==> src/design/tse_pkg.sv <==
package tse_pkg;

    localparam int KEY_W      = 32;
    localparam int IDX_W      = 8;
    localparam int POS_W      = 8;
    localparam int CNT_W      = 9;
    localparam int APB_ADDR_W = 3;
    localparam int APB_DATA_W = 32;

    localparam logic REQ_LOAD   = 1'b0;
    localparam logic REQ_SEARCH = 1'b1;

    localparam logic REG_ELEMENT_COUNT = 1'b0;

    typedef enum logic [2:0] {
        ST_IDLE,
        ST_CALC,
        ST_READ,
        ST_CMP,
        ST_DONE
    } state_t;

    typedef struct packed {
        logic             found;
        logic [POS_W-1:0] position;
    } res_t;

endpackage

==> src/design/tse_search.sv <==
module tse_search import tse_pkg::*; #(
    parameter int DEPTH = 256
) (
    input  logic                       aclk,
    input  logic                       aresetn,
    input  logic                       start,
    input  logic signed [KEY_W-1:0]    key,
    input  logic [$clog2(DEPTH):0]     count,
    output logic                       idle,
    output logic [$clog2(DEPTH)-1:0]   rd_addr_a,
    output logic [$clog2(DEPTH)-1:0]   rd_addr_b,
    input  logic [KEY_W-1:0]           rd_data_a,
    input  logic [KEY_W-1:0]           rd_data_b,
    output logic                       res_valid,
    input  logic                       res_ready,
    output res_t                       res
);

    localparam int AW = $clog2(DEPTH);
    localparam int CW = AW + 1;
    localparam int K  = AW + 2;
    localparam int PW = 2 * AW + 2;
    localparam logic [AW+1:0] RECIP3 = (AW+2)'((2**K + 2) / 3);

    state_t state_reg, state_next;

    logic [CW-1:0]           lo_reg, lo_next;
    logic [CW-1:0]           end_reg, end_next;
    logic [AW-1:0]           third_reg, third_next;
    logic [AW-1:0]           p1_reg, p1_next;
    logic [AW-1:0]           p2_reg, p2_next;
    logic signed [KEY_W-1:0] key_reg, key_next;
    res_t                    res_reg, res_next;

    logic                    range_empty;
    logic [CW-1:0]           span;
    logic [AW-1:0]           span_m1;
    logic [PW-1:0]           prod;
    logic [AW-1:0]           p1_w;
    logic [AW-1:0]           p2_w;
    logic signed [KEY_W-1:0] v1;
    logic signed [KEY_W-1:0] v2;
    logic                    hit1;
    logic                    hit2;

    assign range_empty = (end_reg <= lo_reg);
    assign span        = end_reg - lo_reg - CW'(1);
    assign span_m1     = AW'(span);
    assign prod        = PW'(span_m1) * PW'(RECIP3);
    assign p1_w        = AW'(lo_reg + CW'(third_reg));
    assign p2_w        = AW'(end_reg - CW'(1) - CW'(third_reg));
    assign v1          = $signed(rd_data_a);
    assign v2          = $signed(rd_data_b);
    assign hit1        = (v1 == key_reg);
    assign hit2        = (v2 == key_reg);

    always_comb begin
        state_next = state_reg;
        unique case (state_reg)
            ST_IDLE: begin
                if (start) begin
                    state_next = ST_CALC;
                end
            end
            ST_CALC: begin
                if (range_empty) begin
                    state_next = ST_DONE;
                end else begin
                    state_next = ST_READ;
                end
            end
            ST_READ: begin
                state_next = ST_CMP;
            end
            ST_CMP: begin
                if (hit1 || hit2) begin
                    state_next = ST_DONE;
                end else begin
                    state_next = ST_CALC;
                end
            end
            ST_DONE: begin
                if (res_ready) begin
                    state_next = ST_IDLE;
                end
            end
            default: begin
                state_next = ST_IDLE;
            end
        endcase
    end

    always_comb begin
        idle      = (state_reg == ST_IDLE);
        res_valid = (state_reg == ST_DONE);
        res       = res_reg;
        rd_addr_a = p1_w;
        rd_addr_b = p2_w;
    end

    always_comb begin
        lo_next    = lo_reg;
        end_next   = end_reg;
        third_next = third_reg;
        p1_next    = p1_reg;
        p2_next    = p2_reg;
        key_next   = key_reg;
        res_next   = res_reg;
        unique case (state_reg)
            ST_IDLE: begin
                if (start) begin
                    lo_next           = '0;
                    end_next          = count;
                    key_next          = key;
                    res_next.found    = 1'b0;
                    res_next.position = '0;
                end
            end
            ST_CALC: begin
                third_next = AW'(prod >> K);
            end
            ST_READ: begin
                p1_next = p1_w;
                p2_next = p2_w;
            end
            ST_CMP: begin
                priority if (hit1) begin
                    res_next.found    = 1'b1;
                    res_next.position = POS_W'(p1_reg);
                end else if (hit2) begin
                    res_next.found    = 1'b1;
                    res_next.position = POS_W'(p2_reg);
                end else if (key_reg < v1) begin
                    end_next = CW'(p1_reg);
                end else if (key_reg > v2) begin
                    lo_next = CW'(p2_reg) + CW'(1);
                end else begin
                    lo_next  = CW'(p1_reg) + CW'(1);
                    end_next = CW'(p2_reg);
                end
            end
            ST_DONE: begin
            end
            default: begin
            end
        endcase
    end

    always_ff @(posedge aclk) begin
        if (!aresetn) begin
            state_reg <= ST_IDLE;
        end else begin
            state_reg <= state_next;
        end
    end

    always_ff @(posedge aclk) begin
        lo_reg    <= lo_next;
        end_reg   <= end_next;
        third_reg <= third_next;
        p1_reg    <= p1_next;
        p2_reg    <= p2_next;
        key_reg   <= key_next;
        res_reg   <= res_next;
    end

endmodule

==> config.mk <==
export PLATFORM = sky130hd
export DESIGN_NAME = tse_search
export DESIGN_NICKNAME = d
export VERILOG_FILES = /design/src/design/tse_pkg.sv /design/src/design/tse_search.sv
export SDC_FILE = /design/constraint.sdc
export NUM_CORES = 1
export LEC_CHECK = 0
export BUFFER_PORTS_ARGS = -buffer_cell sky130_fd_sc_hd__buf_2
export CORE_MARGIN = 4
export CORE_UTILIZATION = 57
export DETAILED_ROUTE_END_ITERATION = 8
export GPL_TIMING_DRIVEN = 1
export PLACE_DENSITY_LB_ADDON = 0.25
export SYNTH_ARGS = -nofsm -noshare
export SYNTH_HDL_FRONTEND = slang
export SYNTH_SLANG_ARGS = --single-unit
==> constraint.sdc <==
create_clock -name aclk -period 6.85 [get_ports aclk]
set_clock_uncertainty 0.05 [all_clocks]
set_input_delay 1.0275 -clock aclk [delete_from_list [all_inputs] [get_ports aclk]]
set_output_delay 1.0275 -clock aclk [all_outputs]
set_load 0.01 [all_outputs]
# Word level (Yosys, flattened, before mapping)
# Cells that the tools add are included.
# totals
ff_bits	85
inputBits	109
out_inout_bits	27
# classes
n_addsub	7
mul	1
order_cmp	3
eq_ne	13
muxes	20
reduce_logical	8
# op_table
cell	n
$mux W9	12
$eq A32 B32 Y1	2
$pmux W9 S2	3
$gt A32 B32 Y1	1
$lt A32 B32 Y1	1
$add A8 B1 Y9 const B	2
$mul A8 B8 Y16 const B	1
$sub A8 B1 Y8 const B	2
$pmux W3 S5	1
$mux W3	4
$reduce_and A5 Y1	2
$le A9 B9 Y1	1
$add A8 B7 Y8	1
$ne A2 B2 Y1 const B	4
$sub A8 B7 Y8	1
$sub A8 B8 Y8	1
$eq A3 B2 Y1 const B	2
$ne A3 B3 Y1 const B	2
$reduce_and A2 Y1	2
$eq A3 B1 Y1 const B	1
$eq A3 B3 Y1 const B	1
$logic_not A3 Y1	1
$reduce_and A3 Y1	1
$ne A2 B1 Y1 const B	1
2 further kinds	2

# Depth between registers and ports, before layout
# logic_depth
ltp_word	6
ltp_mapped	24
depth_no_buf	24

# Worst setup path after synthesis
# OpenSTA, ideal clock, no wires.
# synth_path
kind	register to register
startpoint	register end_reg[2]
endpoint	register third_reg[6] (data pin)
t_arrival_ps	4839
t_required_ps	6534
path_slack_ps	1695
path_stages_with_launch	23
n_path_buf	0
period_less_slack_ps	5155
path_cell_list	edfxtp_1 > ha_1 > a21o_1 > a21o_1 > a21oi_1 > o21ai_1 > a21o_1 > a21oi_1 > xor2_1 > xnor2_1 > fa_1 > inv_1 > fa_1 > inv_1 > ha_1 > o21a_1 > o21ai_0 > a32oi_1 > a21oi_1 > o21ai_0 > nor4_1 > nor3_1 > xor2_1
# synth_between
elab_chain_cells	3
# synth_rtl
item	line	text
start, declared	tse_search.sv:28	logic [CW-1:0] end_reg, end_next;
start signal, assigned	tse_search.sv:159	end_reg <= end_next;
$sub A8 B8 Y8	tse_search.sv:47	assign span = end_reg - lo_reg - CW'(1);
$sub A8 B1 Y8	tse_search.sv:47	
$mul A8 B8 Y16	tse_search.sv:49	assign prod = PW'(span_m1) * PW'(RECIP3);
named net prod[16]	tse_search.sv:38	logic [PW-1:0] prod;
end signal, assigned	tse_search.sv:160	third_reg <= third_next;
end, declared	tse_search.sv:29	logic [AW-1:0] third_reg, third_next;
# The timed path passes the listed nets, and every way through them passes these cells.
# A chain may end at the register's enable or synchronous reset.

# Final worst setup path
# layout_path
startpoint	register lo_reg[0]
endpoint	register third_reg[6] (data pin)
# layout_between
elab_chain_cells	3
# layout_rtl
item	line	text
start, declared	tse_search.sv:27	logic [CW-1:0] lo_reg, lo_next;
start signal, assigned	tse_search.sv:158	lo_reg <= lo_next;
$sub A8 B8 Y8	tse_search.sv:47	
$sub A8 B1 Y8	tse_search.sv:47	
$mul A8 B8 Y16	tse_search.sv:49	
named net prod[16]	tse_search.sv:38	
# The timed path passes the listed nets, and every way through them passes these cells.

==> metrics.txt <==
outcome=complete, no violations; worst reg2reg path depth=24; DIE WIDTH=118.5 um; Worst-Margin Slew=1154 ps; Total GRT Usage=0.2343; Final Instance Area=8088 um^2; Power per Cell Area=489.4 nW/um^2; layout cells sized above 1=0.2130; most frequent cells in the layout=135 x buf_2, 128 x ha_1, 119 x inv_1; RePlAce Congestion=0.9100; Port Buf Inserts=135; slew margin rel.=0.2306; Power Total=0.003958 W; # Post-CTS Setup Buffers=0; Post-synth EDFFs=82; setup TNS=0 ps; Seq/Total Area, Yosys=0.3623; drt drc=0; area grow syn2layout=16.15%; Peak VDD IR=0.0009841 V; Placement Cell Area=7805 um^2; Post-DRT Antenna Nets=0; CTS tree=done; Pre-Repair DR Iteration Count=5; Max Clk Rate=175.6 MHz; crit share post-route=0.8312; crit-path most repeated cell=inv_1; Core ar.=11960 um^2; starting density of the core=0.5821; Bufs on Longest Clock Path=2; Fillers=936; std cell rows=40; final HPWL from detailed placement=13370 um; Worst Path Required=6890 ps; Skew-Pair Late Insertion Delay=350 ps; ys async rst share=0; Routed WL=16060 um; CTS resizes=0; post-layout util=0.6762; Mapped Avg Cell Area=10.41 um^2; commonest non-fill, non-tap cell in the layout=buf_2; I/O pin count=136; Wirelength per Cell=16.66 um; leakage power=3.999 nW; via count=5433; clock sinks=85; Synth Instances=669; Worst setup EP type=register; CTS Buf Count=9; max reg flops=32; global-route wire length before repair=26420 um; Yosys warnings=0; NumNets Final=1064; Setup-failing EPs final=0; Data arrival, critical path=5740 ps; grt total ovfl=0; hold depth=1; Synth Cell Area=6963 um^2; Antenna diodes=0; max_cap viols=0; met2 WL=8150 um; path type of the worst setup path=reg2reg; Die Ht=118.5 um; RSZ-0062 raised after global routing=no; Yosys cell types=58; vias per cell=5.636; Clock Tree Root=clkbuf_16; Min-Delay Path Class=reg2reg; Startpoint Class=register; max-slew violations=0; WL met1=6737 um; vias in the first global route=5644; Cell Chain, Critical Path=inv_1 > ha_1 > inv_1 > fa_1 > nor2b_1 > o21ai_0 > nand2b_1 > a21o_1 > a21o_1 > xor2_1 > ha_1 > inv_1 > fa_1 > inv_1 > fa_1 > ha_1 > and4_1 > nand4_1 > a32oi_1 > a21oi_1 > o21ai_0 > nor4_1 > nor3_1 > xor2_1; Max stage delay on crit path=500 ps; initial antenna violation count=0; clock-pin slew on the worst setup and hold paths=60 ps; hold_buf cts=0; Iter 0 DRT Violations=290; largest net degree at the start of global routing=36; pre-CTS WS=1184 ps; fin worst setup slack=1156 ps; Max Used Layer=met4; FF+latch count, synth=85; final hold viol count=0; CTS HTree Levels=3; die area=14050 um^2; Main synth FF type=edfxtp_1; metal3 WL=806 um; Synthesized Nets=921; Max Fanout on Critical Path=6; Critical Path Slowest Stage Cell=xor2_1; fin crit period=5694 ps
[metal layers]
| layer | vias to the layer above | track usage |
|---|---|---|
| li1 | 2650 | - |
| met1 | 2591 | 0.2814 |
| met2 | 161 | 0.4160 |
| met3 | 31 | 0.04115 |
| met4 | 0 | 0.09196 |
| met5 | - | 0 |
[Yosys cell counts, types with 2 or more instances]
master,count,area (um^2)
and3_1,3,18.77
nand3_1,14,70.07
nor3b_1,2,15.01
and4_1,4,35.03
o21a_1,5,37.54
nand4_1,17,106.4
edfxtp_1,82,2462
a21boi_0,2,15.01
nor2b_1,7,43.79
and2_1,5,31.28
or2_2,4,25.02
clkbuf_1,4,15.01
nand2b_1,6,37.54
nor3_2,2,20.02
nand2_1,25,93.84
o211ai_1,4,30.03
ha_1,128,1602
nor3_1,7,35.03
a21o_1,17,127.6
a31oi_1,3,18.77
nor4_1,3,18.77
xor2_1,14,122.6
xnor2_1,22,192.7
nor2_2,4,25.02
dfxtp_1,3,60.06
a21oi_1,35,175.2
a211oi_1,4,30.03
nor2_1,35,131.4
or3_1,2,12.51
inv_1,119,446.7
o21bai_1,6,45.04
o21ai_0,22,110.1
a211oi_2,4,50.05
fa_1,15,300.3
mux2i_1,16,160.2
o21ai_1,2,10.01
[critical path: cells and delay by family (launching register included)]
| family | cells | cell delay (ps) |
|---|---|---|
| flops | 1 | 410 |
| buf+inv | 4 | 310 |
| simple gates | 6 | 870 |
| fa+ha+maj | 6 | 2010 |
| xor+xnor | 2 | 590 |
| compound gates | 6 | 1190 |
[final cells by class]
cell class / instances / area (um^2) / area share
multi-input cells: 459 / 3954 / 0.4889
flip-flops and latches: 85 / 2522 / 0.3119
repair buffers: 138 / 698.2 / 0.08632
inverters: 119 / 446.7 / 0.05523
clock buffers: 10 / 229.0 / 0.02831
well taps: 147 / 183.9 / 0.02274
clock inverters: 6 / 53.80 / 0.006652
[worst paths after layout]
check / start / endpoint / slack, ps
worst min-delay path: state_reg[2] / state_reg[0] / 500
worst min register to register: state_reg[2] / state_reg[0] / 500
worst max register to register: lo_reg[0] / third_reg[6] / 1160
worst max-delay path: lo_reg[0] / third_reg[6] / 1160
[power by group]
group | internal [W] | switching, W | leakage (nW)
clock network | 0.000279 | 0.000196 | 0.143
registers | 0.000805 | 0.0000611 | 0.805
logic | 0.00115 | 0.00146 | 3.05
[metrics by stage]
stage / hold slack [ps] / std cells
after detailed placement: 482.3 / 948
after global routing: 534.6 / 964
after global placement: 457.4 / 948
after floorplan: 432.9 / 669
final: 504.0 / 964
after CTS: 492.5 / 964
[cells by family after synthesis]
group / share of synthesized area
compound gates: 0.1105
xor+xnor: 0.04528
fa+ha+maj: 0.2731
buf+inv: 0.06990
flops: 0.3623
mux: 0.02839
simple gates: 0.1105
No activity file was read; power rests on OpenSTA's default activity.
